[config.mk]
export PLATFORM = sky130hd
export DESIGN_NAME = level_meter_peak_decay_hold
export DESIGN_NICKNAME = d
export VERILOG_FILES = /design/src/hdl/lmpd_pkg.sv /design/src/hdl/lmpd_mul.sv /design/src/hdl/level_meter_peak_decay_hold.sv
export SDC_FILE = /design/constraint.sdc
export NUM_CORES = 2
export LEC_CHECK = 0
export ABC_AREA = 1
export BUFFER_PORTS_ARGS = -buffer_cell sky130_fd_sc_hd__buf_2
export CAP_MARGIN = 15
export CORE_MARGIN = 4
export CORE_UTILIZATION = 40
export CTS_BUF_LIST = sky130_fd_sc_hd__clkbuf_8
export CTS_CLUSTER_DIAMETER = 80
export DETAILED_ROUTE_END_ITERATION = 8
export GPL_ROUTABILITY_DRIVEN = 0
export MAX_ROUTING_LAYER = met4
export SYNTH_ARGS = -nofsm -noshare
export SYNTH_HDL_FRONTEND = slang
export SYNTH_SLANG_ARGS = --single-unit
[constraint.sdc]
create_clock -name clk -period 8.9 [get_ports clk]
set_input_delay 0.445 -clock clk [delete_from_list [all_inputs] [get_ports clk]]
set_output_delay 0.445 -clock clk [all_outputs]
set_load 0.1 [all_outputs]
[src/hdl/lmpd_pkg.sv]
package lmpd_pkg;

	localparam int MUL_W = 32;
	localparam int PROD_W = 2 * MUL_W;
	localparam int F_W = 31;
	localparam int ROM_W = 30;
	localparam int Q_FRAC = 30;
	localparam int DECAY_FRAC = 10;
	localparam int SMOOTH_TERMS = 16;
	localparam int TERM_BITS = $clog2(SMOOTH_TERMS);

	localparam int DECAY_RATE_W = 20;
	localparam int HOLD_DUR_W = 16;
	localparam int REDRAW_W = 10;
	localparam int CFG_DATA_W = 20;
	localparam int CFG_INDEX_W = 2;

	localparam logic [F_W-1:0] ONE_Q30 = F_W'(1) << Q_FRAC;
	localparam logic [PROD_W-1:0] HALF_Q30 = PROD_W'(1) << (Q_FRAC - 1);

	localparam logic [DECAY_RATE_W-1:0] DECAY_RATE_RST = DECAY_RATE_W'(16777);
	localparam logic [HOLD_DUR_W-1:0] HOLD_DUR_RST = HOLD_DUR_W'(2000);
	localparam logic [REDRAW_W-1:0] REDRAW_RST = REDRAW_W'(100);

	localparam logic [CFG_INDEX_W-1:0] REG_DECAY_RATE = CFG_INDEX_W'(0);
	localparam logic [CFG_INDEX_W-1:0] REG_HOLD_DURATION = CFG_INDEX_W'(1);
	localparam logic [CFG_INDEX_W-1:0] REG_REDRAW_INTERVAL = CFG_INDEX_W'(2);

	// 0.9^(2^k/256) in Q.30
	localparam logic [ROM_W-1:0] SMOOTH_ROM [SMOOTH_TERMS] = '{
		30'd1073300001, 30'd1072858360, 30'd1071975622, 30'd1070212325,
		30'd1066694429, 30'd1059693288, 30'd1045828559, 30'd1018640935,
		30'd966367642,  30'd869730877,  30'd704482011,  30'd462210647,
		30'd198966528,  30'd36868899,   30'd1265961,    30'd1493
	};

	typedef enum logic [1:0] {
		CMD_UPDATE = 2'd0,
		CMD_TICK   = 2'd1,
		CMD_CLEAR  = 2'd2
	} cmd_t;

	typedef enum logic [3:0] {
		ST_IDLE,
		ST_SMOOTH,
		ST_SMOOTH_MUL,
		ST_AVG_A,
		ST_AVG_B,
		ST_AVG_C,
		ST_TICK,
		ST_DECAY,
		ST_DECAY_SUB,
		ST_DONE
	} state_t;

	typedef struct packed {
		logic [1:0]  command;
		logic [15:0] avg_in;
		logic [15:0] peak_in;
		logic [15:0] sample_count;
	} req_t;

	typedef struct packed {
		logic [15:0] avg_out;
		logic [15:0] peak_out;
		logic [15:0] decayed_peak_out;
		logic [15:0] hold_out;
	} res_t;

endpackage

[src/hdl/lmpd_mul.sv]
module lmpd_mul
	import lmpd_pkg::*;
(
	input  logic              clk,
	input  logic [MUL_W-1:0]  a,
	input  logic [MUL_W-1:0]  b,
	output logic [PROD_W-1:0] prod_s1
);

	always_ff @(posedge clk) begin
		prod_s1 <= PROD_W'(a) * PROD_W'(b);
	end

endmodule

[src/hdl/level_meter_peak_decay_hold.sv]
// A level update walks all smoothing terms, multiplying in one for each set bit of
// sample_count; a tick also evaluates the decay when the redraw interval completes.
// One request at a time: a new request is taken only once the previous result is
// registered, and all products go through the single shared 32x32 multiplier.
// arst_n clears all levels, ages and counters and loads register defaults.
module level_meter_peak_decay_hold
	import lmpd_pkg::*;
#(
	parameter int LEVEL_BITS = 16,
	parameter int AGE_BITS = 16
) (
	input  logic                   clk,
	input  logic                   arst_n,
	input  logic                   cfg_we,
	input  logic [CFG_INDEX_W-1:0] cfg_index,
	input  logic [CFG_DATA_W-1:0]  cfg_data,
	input  logic                   req_valid,
	output logic                   req_ready,
	input  req_t                   req,
	output logic                   res_valid,
	input  logic                   res_ready,
	output res_t                   res
);

	state_t state_q, state_d;

	logic [DECAY_RATE_W-1:0] decay_rate_q;
	logic [HOLD_DUR_W-1:0]   hold_dur_q;
	logic [REDRAW_W-1:0]     redraw_int_q;

	logic [LEVEL_BITS-1:0] avg_q, peak_q, decayed_q, hold_q;
	logic [AGE_BITS-1:0]   peak_age_q, hold_age_q;
	logic [REDRAW_W-1:0]   redraw_cnt_q;

	logic [LEVEL_BITS-1:0] a_in_q, p_in_q;
	logic [15:0]           count_q;
	logic [TERM_BITS-1:0]  term_q;
	logic [F_W-1:0]        f_q;
	logic [PROD_W-1:0]     acc_q;

	logic              res_valid_q;
	res_t              res_q;

	logic [MUL_W-1:0]  mul_a, mul_b;
	logic [PROD_W-1:0] prod_s1;

	logic [F_W-1:0]        one_minus_f;
	logic [PROD_W-1:0]     f_round, avg_sum, peak_ext, decay_diff;
	logic [AGE_BITS-1:0]   peak_age_inc, hold_age_inc;
	logic [REDRAW_W-1:0]   redraw_inc, interval;
	logic                  redraw_due;
	logic                  term_set, term_last;

	assign one_minus_f  = ONE_Q30 - f_q;
	assign f_round      = prod_s1 + HALF_Q30;
	assign avg_sum      = acc_q + prod_s1 + HALF_Q30;
	assign peak_ext     = PROD_W'(peak_q) << DECAY_FRAC;
	assign decay_diff   = peak_ext - prod_s1;
	assign peak_age_inc = (peak_age_q == '1) ? peak_age_q : peak_age_q + 1'b1;
	assign hold_age_inc = (hold_age_q == '1) ? hold_age_q : hold_age_q + 1'b1;
	assign redraw_inc   = redraw_cnt_q + 1'b1;
	assign interval     = (redraw_int_q == '0) ? REDRAW_W'(1) : redraw_int_q;
	assign redraw_due   = (redraw_inc >= interval) || (redraw_inc == '0);
	assign term_set     = count_q[term_q];
	assign term_last    = (term_q == TERM_BITS'(SMOOTH_TERMS - 1));

	lmpd_mul u_mul (
		.clk     (clk),
		.a       (mul_a),
		.b       (mul_b),
		.prod_s1 (prod_s1)
	);

	always_ff @(posedge clk or negedge arst_n) begin
		if (!arst_n) begin
			decay_rate_q <= DECAY_RATE_RST;
			hold_dur_q   <= HOLD_DUR_RST;
			redraw_int_q <= REDRAW_RST;
		end else if (cfg_we) begin
			unique case (cfg_index)
				REG_DECAY_RATE:      decay_rate_q <= cfg_data[DECAY_RATE_W-1:0];
				REG_HOLD_DURATION:   hold_dur_q   <= cfg_data[HOLD_DUR_W-1:0];
				REG_REDRAW_INTERVAL: redraw_int_q <= cfg_data[REDRAW_W-1:0];
				default: ;
			endcase
		end
	end

	always_ff @(posedge clk or negedge arst_n) begin
		if (!arst_n) begin
			state_q <= ST_IDLE;
		end else begin
			state_q <= state_d;
		end
	end

	always_comb begin
		state_d = state_q;
		mul_a   = '0;
		mul_b   = '0;
		unique case (state_q)
			ST_IDLE: begin
				if (req_valid) begin
					case (req.command)
						CMD_UPDATE: state_d = ST_SMOOTH;
						CMD_TICK:   state_d = ST_TICK;
						default:    state_d = ST_DONE;
					endcase
				end
			end
			ST_SMOOTH: begin
				mul_a = MUL_W'(f_q);
				mul_b = MUL_W'(SMOOTH_ROM[term_q]);
				if (term_set) begin
					state_d = ST_SMOOTH_MUL;
				end else if (term_last) begin
					state_d = ST_AVG_A;
				end
			end
			ST_SMOOTH_MUL: begin
				state_d = term_last ? ST_AVG_A : ST_SMOOTH;
			end
			ST_AVG_A: begin
				mul_a   = MUL_W'(avg_q);
				mul_b   = MUL_W'(f_q);
				state_d = ST_AVG_B;
			end
			ST_AVG_B: begin
				mul_a   = MUL_W'(a_in_q);
				mul_b   = MUL_W'(one_minus_f);
				state_d = ST_AVG_C;
			end
			ST_AVG_C: begin
				state_d = ST_DONE;
			end
			ST_TICK: begin
				state_d = redraw_due ? ST_DECAY : ST_DONE;
			end
			ST_DECAY: begin
				mul_a   = MUL_W'(decay_rate_q);
				mul_b   = MUL_W'(peak_age_q);
				state_d = ST_DECAY_SUB;
			end
			ST_DECAY_SUB: begin
				state_d = ST_DONE;
			end
			ST_DONE: begin
				if (!res_valid_q || res_ready) begin
					state_d = ST_IDLE;
				end
			end
			default: state_d = ST_IDLE;
		endcase
	end

	assign req_ready = (state_q == ST_IDLE);

	always_ff @(posedge clk or negedge arst_n) begin
		if (!arst_n) begin
			avg_q        <= '0;
			peak_q       <= '0;
			decayed_q    <= '0;
			hold_q       <= '0;
			peak_age_q   <= '0;
			hold_age_q   <= '0;
			redraw_cnt_q <= '0;
			f_q          <= ONE_Q30;
			term_q       <= '0;
		end else begin
			unique case (state_q)
				ST_IDLE: begin
					if (req_valid) begin
						f_q    <= ONE_Q30;
						term_q <= '0;
						if (req.command == CMD_CLEAR) begin
							avg_q  <= '0;
							peak_q <= '0;
						end
					end
				end
				ST_SMOOTH: begin
					if (!term_set && !term_last) begin
						term_q <= term_q + 1'b1;
					end
				end
				ST_SMOOTH_MUL: begin
					f_q <= f_round[Q_FRAC +: F_W];
					if (!term_last) begin
						term_q <= term_q + 1'b1;
					end
				end
				ST_AVG_C: begin
					avg_q <= avg_sum[Q_FRAC +: LEVEL_BITS];
					// capture new peak and hold, restart their ages
					if (p_in_q > decayed_q) begin
						peak_q     <= p_in_q;
						decayed_q  <= p_in_q;
						peak_age_q <= '0;
					end
					if (p_in_q > hold_q) begin
						hold_q     <= p_in_q;
						hold_age_q <= '0;
					end
				end
				ST_TICK: begin
					peak_age_q   <= peak_age_inc;
					hold_age_q   <= hold_age_inc;
					redraw_cnt_q <= redraw_due ? '0 : redraw_inc;
				end
				ST_DECAY_SUB: begin
					decayed_q <= (prod_s1 < peak_ext) ?
						decay_diff[DECAY_FRAC +: LEVEL_BITS] : '0;
					if (MUL_W'(hold_age_q) > MUL_W'(hold_dur_q)) begin
						hold_q <= '0;
					end
				end
				default: ;
			endcase
		end
	end

	always_ff @(posedge clk) begin
		if (state_q == ST_IDLE && req_valid) begin
			a_in_q  <= LEVEL_BITS'(req.avg_in);
			p_in_q  <= LEVEL_BITS'(req.peak_in);
			count_q <= req.sample_count;
		end
		if (state_q == ST_AVG_B) begin
			acc_q <= prod_s1;
		end
	end

	always_ff @(posedge clk or negedge arst_n) begin
		if (!arst_n) begin
			res_valid_q <= 1'b0;
		end else if (state_q == ST_DONE && (!res_valid_q || res_ready)) begin
			res_valid_q <= 1'b1;
		end else if (res_ready) begin
			res_valid_q <= 1'b0;
		end
	end

	always_ff @(posedge clk) begin
		if (state_q == ST_DONE && (!res_valid_q || res_ready)) begin
			res_q.avg_out          <= 16'(avg_q);
			res_q.peak_out         <= 16'(peak_q);
			res_q.decayed_peak_out <= 16'(decayed_q);
			res_q.hold_out         <= 16'(hold_q);
		end
	end

	assign res_valid = res_valid_q;
	assign res       = res_q;

	a_factor_bounded: assert property (@(posedge clk) disable iff (!arst_n)
		f_q <= ONE_Q30)
		else $error("smoothing factor above unity");

	a_result_from_done: assert property (@(posedge clk) disable iff (!arst_n)
		$rose(res_valid_q) |-> $past(state_q == ST_DONE))
		else $error("result raised outside completion");

	a_request_leaves_idle: assert property (@(posedge clk) disable iff (!arst_n)
		(req_valid && req_ready) |=> (state_q != ST_IDLE))
		else $error("accepted request left sequencer idle");

	a_redraw_in_range: assert property (@(posedge clk) disable iff (!arst_n)
		(state_q == ST_DECAY) |-> (redraw_cnt_q == '0))
		else $error("decay evaluated without restarting redraw count");

endmodule

==> reports/metrics.cfg <==
[run_status]
status = complete, no violations

[placed_design]
io_buffers = 142
dpl.hpwl_um = 162000

[yosys]
synth_top_area_cell = fa_1
synthAdderAreaFrac_pct = 38.8
yosys-top-cells-area = fa_1, nand2_1, inv_1
synth_xor_area_share_pct = 1.10
synth_top_family_by_area = adder cells
synth_cell_types = 67
ys_seq_area_share_pct = 18.8
ys_ff_latch = 412
synthMuxAreaShare_pct = 0.0348
synth_compound_area_share_pct = 6.64
ys_warn_count = 0
synth_edf_count = 158
yosysMostFrequentCell = nand2_1
synth_cells = 7363
synth_top_cell_area_share_pct = 29.1
yosys.area_share.simple_pct = 21.7
ys_top_cells_by_count = nand2_1, inv_1, fa_1
syn_area_um2 = 57600
synth-main-ff-cell = dfrtp_1
ys_async_sr_fraction_pct = 46.6
avgSynthCellArea_um2 = 7.82

[clock_network]
cts_max_level = 3
cts-root-buf = clkbuf_8
cts_tree = done
clk_pin_slew_ps = 60
cts_buffer_depth = 3
numCtsBuffers = 71
insertion_delay_ps = 740
clock_sinks = 412

[global_route]
grt_pass1_wl_um = 302000
grt_max_degree = 74
grt_remaining_overflow = 0
antenna_found_initial = 3
grt_usage_pct = 27.0
grt_pass1_vias = 50600

[timing]
hold_viol = 0
fin_tns_setup_ps = 0
max_freq_ghz = 0.117
period_share_pct = 96.2
finClkSkew_ps = 57.1
worst_pin_slew_ps = 1070
period_needed_ps = 8560
slew_viol_final = 0
max_slew_margin_pct = 28.4
final-setup-viol-count = 0
rsz0062_at_grt = no

[setup_path]
worstSetupEndpointType = flop
reg2regPathDepth = 33
crit_type = reg -> reg
crit_path_max_fanout = 14
reg2reg_slack_ps = 340
r2r-end = u_mul.prod_s1[50]
crit_path_start_kind = flop
cp.required_ps = 9560
crit_arrival_ps = 9220
cp_slowest_cell = fa_1
crit_top_cell = fa_1
slowest_delay_ps = 590
worstSetupStartpoint = term_q[2]
worstReg2RegStart = term_q[2]
endpoint = u_mul.prod_s1[50]

[hold_path]
holdCritPathClass = in -> reg
holdPathStages = 3

[finish]
synthToLayoutAreaGrowth_pct = 9.26
fill_cells = 14500
drive_gt1_share_pct = 7.43
final_core_util_pct = 44.2
nets = 8947

[routing]
initialDrtViolationCount = 4839
finalWirelength_um = 199000
firstDrtPassIters = 7
postRouteAntennaNets = 0
avgRoutedWirePerCell_um = 20.8
num_vias = 50400
viasPerCell = 5.28
drc_errors = 0

[die]
die_w_um = 387
core_um2 = 142000
top_level_ports = 143
die-area_um2 = 150000
num_rows = 138
die_h_um = 387
initial_core_util_pct = 40.5

[pwr]
worst_ir_drop_vdd_uv = 205
p_leak_nw = 32.0
p_per_area_nw_per_um2 = 284
total_power_mw = 17.9

[flow_run]
maxCapViolations = 0

## area by class of cell
class | count | area (um2) | share of cell area [%]
tap | 1890 | 2360 | 3.76
sequential | 412 | 10800 | 17.2
timing repair buffer | 355 | 2520 | 4.00
clock inverter | 52 | 427 | 0.678
multi-input combinational | 5086 | 39400 | 62.7
clock buffer | 79 | 1090 | 1.73
inverter | 1661 | 6260 | 9.96
antenna | 4 | 10.0 | 0.0159
## sequential cells by signal, summed over array words and instances (netlist names), 10 cells and up
name           count
peak_age_q        16
a_in_q            16
hold_age_q        16
count_q           16
peak_q            16
redraw_int_q      10
hold_dur_q        16
acc_q             46
decayed_q         16
redraw_cnt_q      10
f_q               31
hold_q            16
avg_q             16
u_mul.prod_s1     62
p_in_q            16
decay_rate_q      20
res               64
## cells in the final DEF (no fill, tap or decap), types with 16 or more instances in the layout
cell and instances:
a21oi_1 379, buf_2 141, buf_4 152, clkbuf_8 80, clkinv_1 16, dfrtp_1 177, dfxtp_1 62, dlygate4sd3_1 56
edfxtp_1 158, fa_1 837, ha_1 446, inv_1 1621, inv_2 44, nand2_1 1774, nand3_1 265, nand4_1 95
nor2_1 712, nor2_2 18, nor3_1 52, nor4_1 17, o21ai_0 186, o21bai_1 22, o22ai_1 55, xor2_1 56
## kinds of logic (layout without fill, tap and decap cells)
group           after synthesis  count (layout)
xor+xnor                     72              72
fa+ha+maj                  1283            1283
flops                       412             412
other cells                   2              19
buf+inv                    1878            2147
mux                           2               2
simple gates               3017            3017
compound gates              697             697
## how the worst min path moves through the flow
stage            startpoint                to
6_report       cfg_data[12]  decay_rate_q[12]
5_1_grt        cfg_data[12]  decay_rate_q[12]
4_1_cts        cfg_data[12]  decay_rate_q[12]
3_5_place_dp         arst_n   redraw_int_q[1]
3_3_place_gp         arst_n   redraw_int_q[1]
2_1_floorplan        arst_n          avg_q[0]
## through the flow
step	cell area, um2	hold WS (ps)	worst slack [ps]	cells
after floorplan	57600	149	1250	7376
after global placement	60700	431	82.3	9343
after detailed placement	60700	437	127	9343
after CTS	62800	13.1	138	9530
after global routing	62900	51.4	30.0	9537
final	62900	78.9	342	9539
## what timing repair did
item / 4_1_cts / 5_1_grt
hold buffers: 56 / 0
setup buffers: 0 / 4
setup endpoints to repair: 0 / 38
endpoints found under the hold margin: 105 / 0
resized for setup: 0 / 22
## routing by layer
metal | up-vias | routed length (um) | track usage [%]
li1 | 22800 | - | -
met1 | 24700 | 81200 | 34.7
met2 | 2298 | 88400 | 41.2
met3 | 569 | 17100 | 4.88
met4 | 0 | 12100 | 13.1
met5 | - | 0 | -
## power breakdown
part           switching, mW  internal, mW  total, mW
combinational           8.94          3.95       12.9
sequential             0.556          2.56       3.12
clock                  0.889         0.984       1.87
## critical path: cells and delay by family (launching register included)
family	cells	cell delay (ps)
and+or+nand+nor	11	1310
adders and majority gates	10	4700
DFF	1	530
AOI/OAI and AO/OA	2	460
buffers and inverters	10	1490
Power figures use the tool's default switching activity.
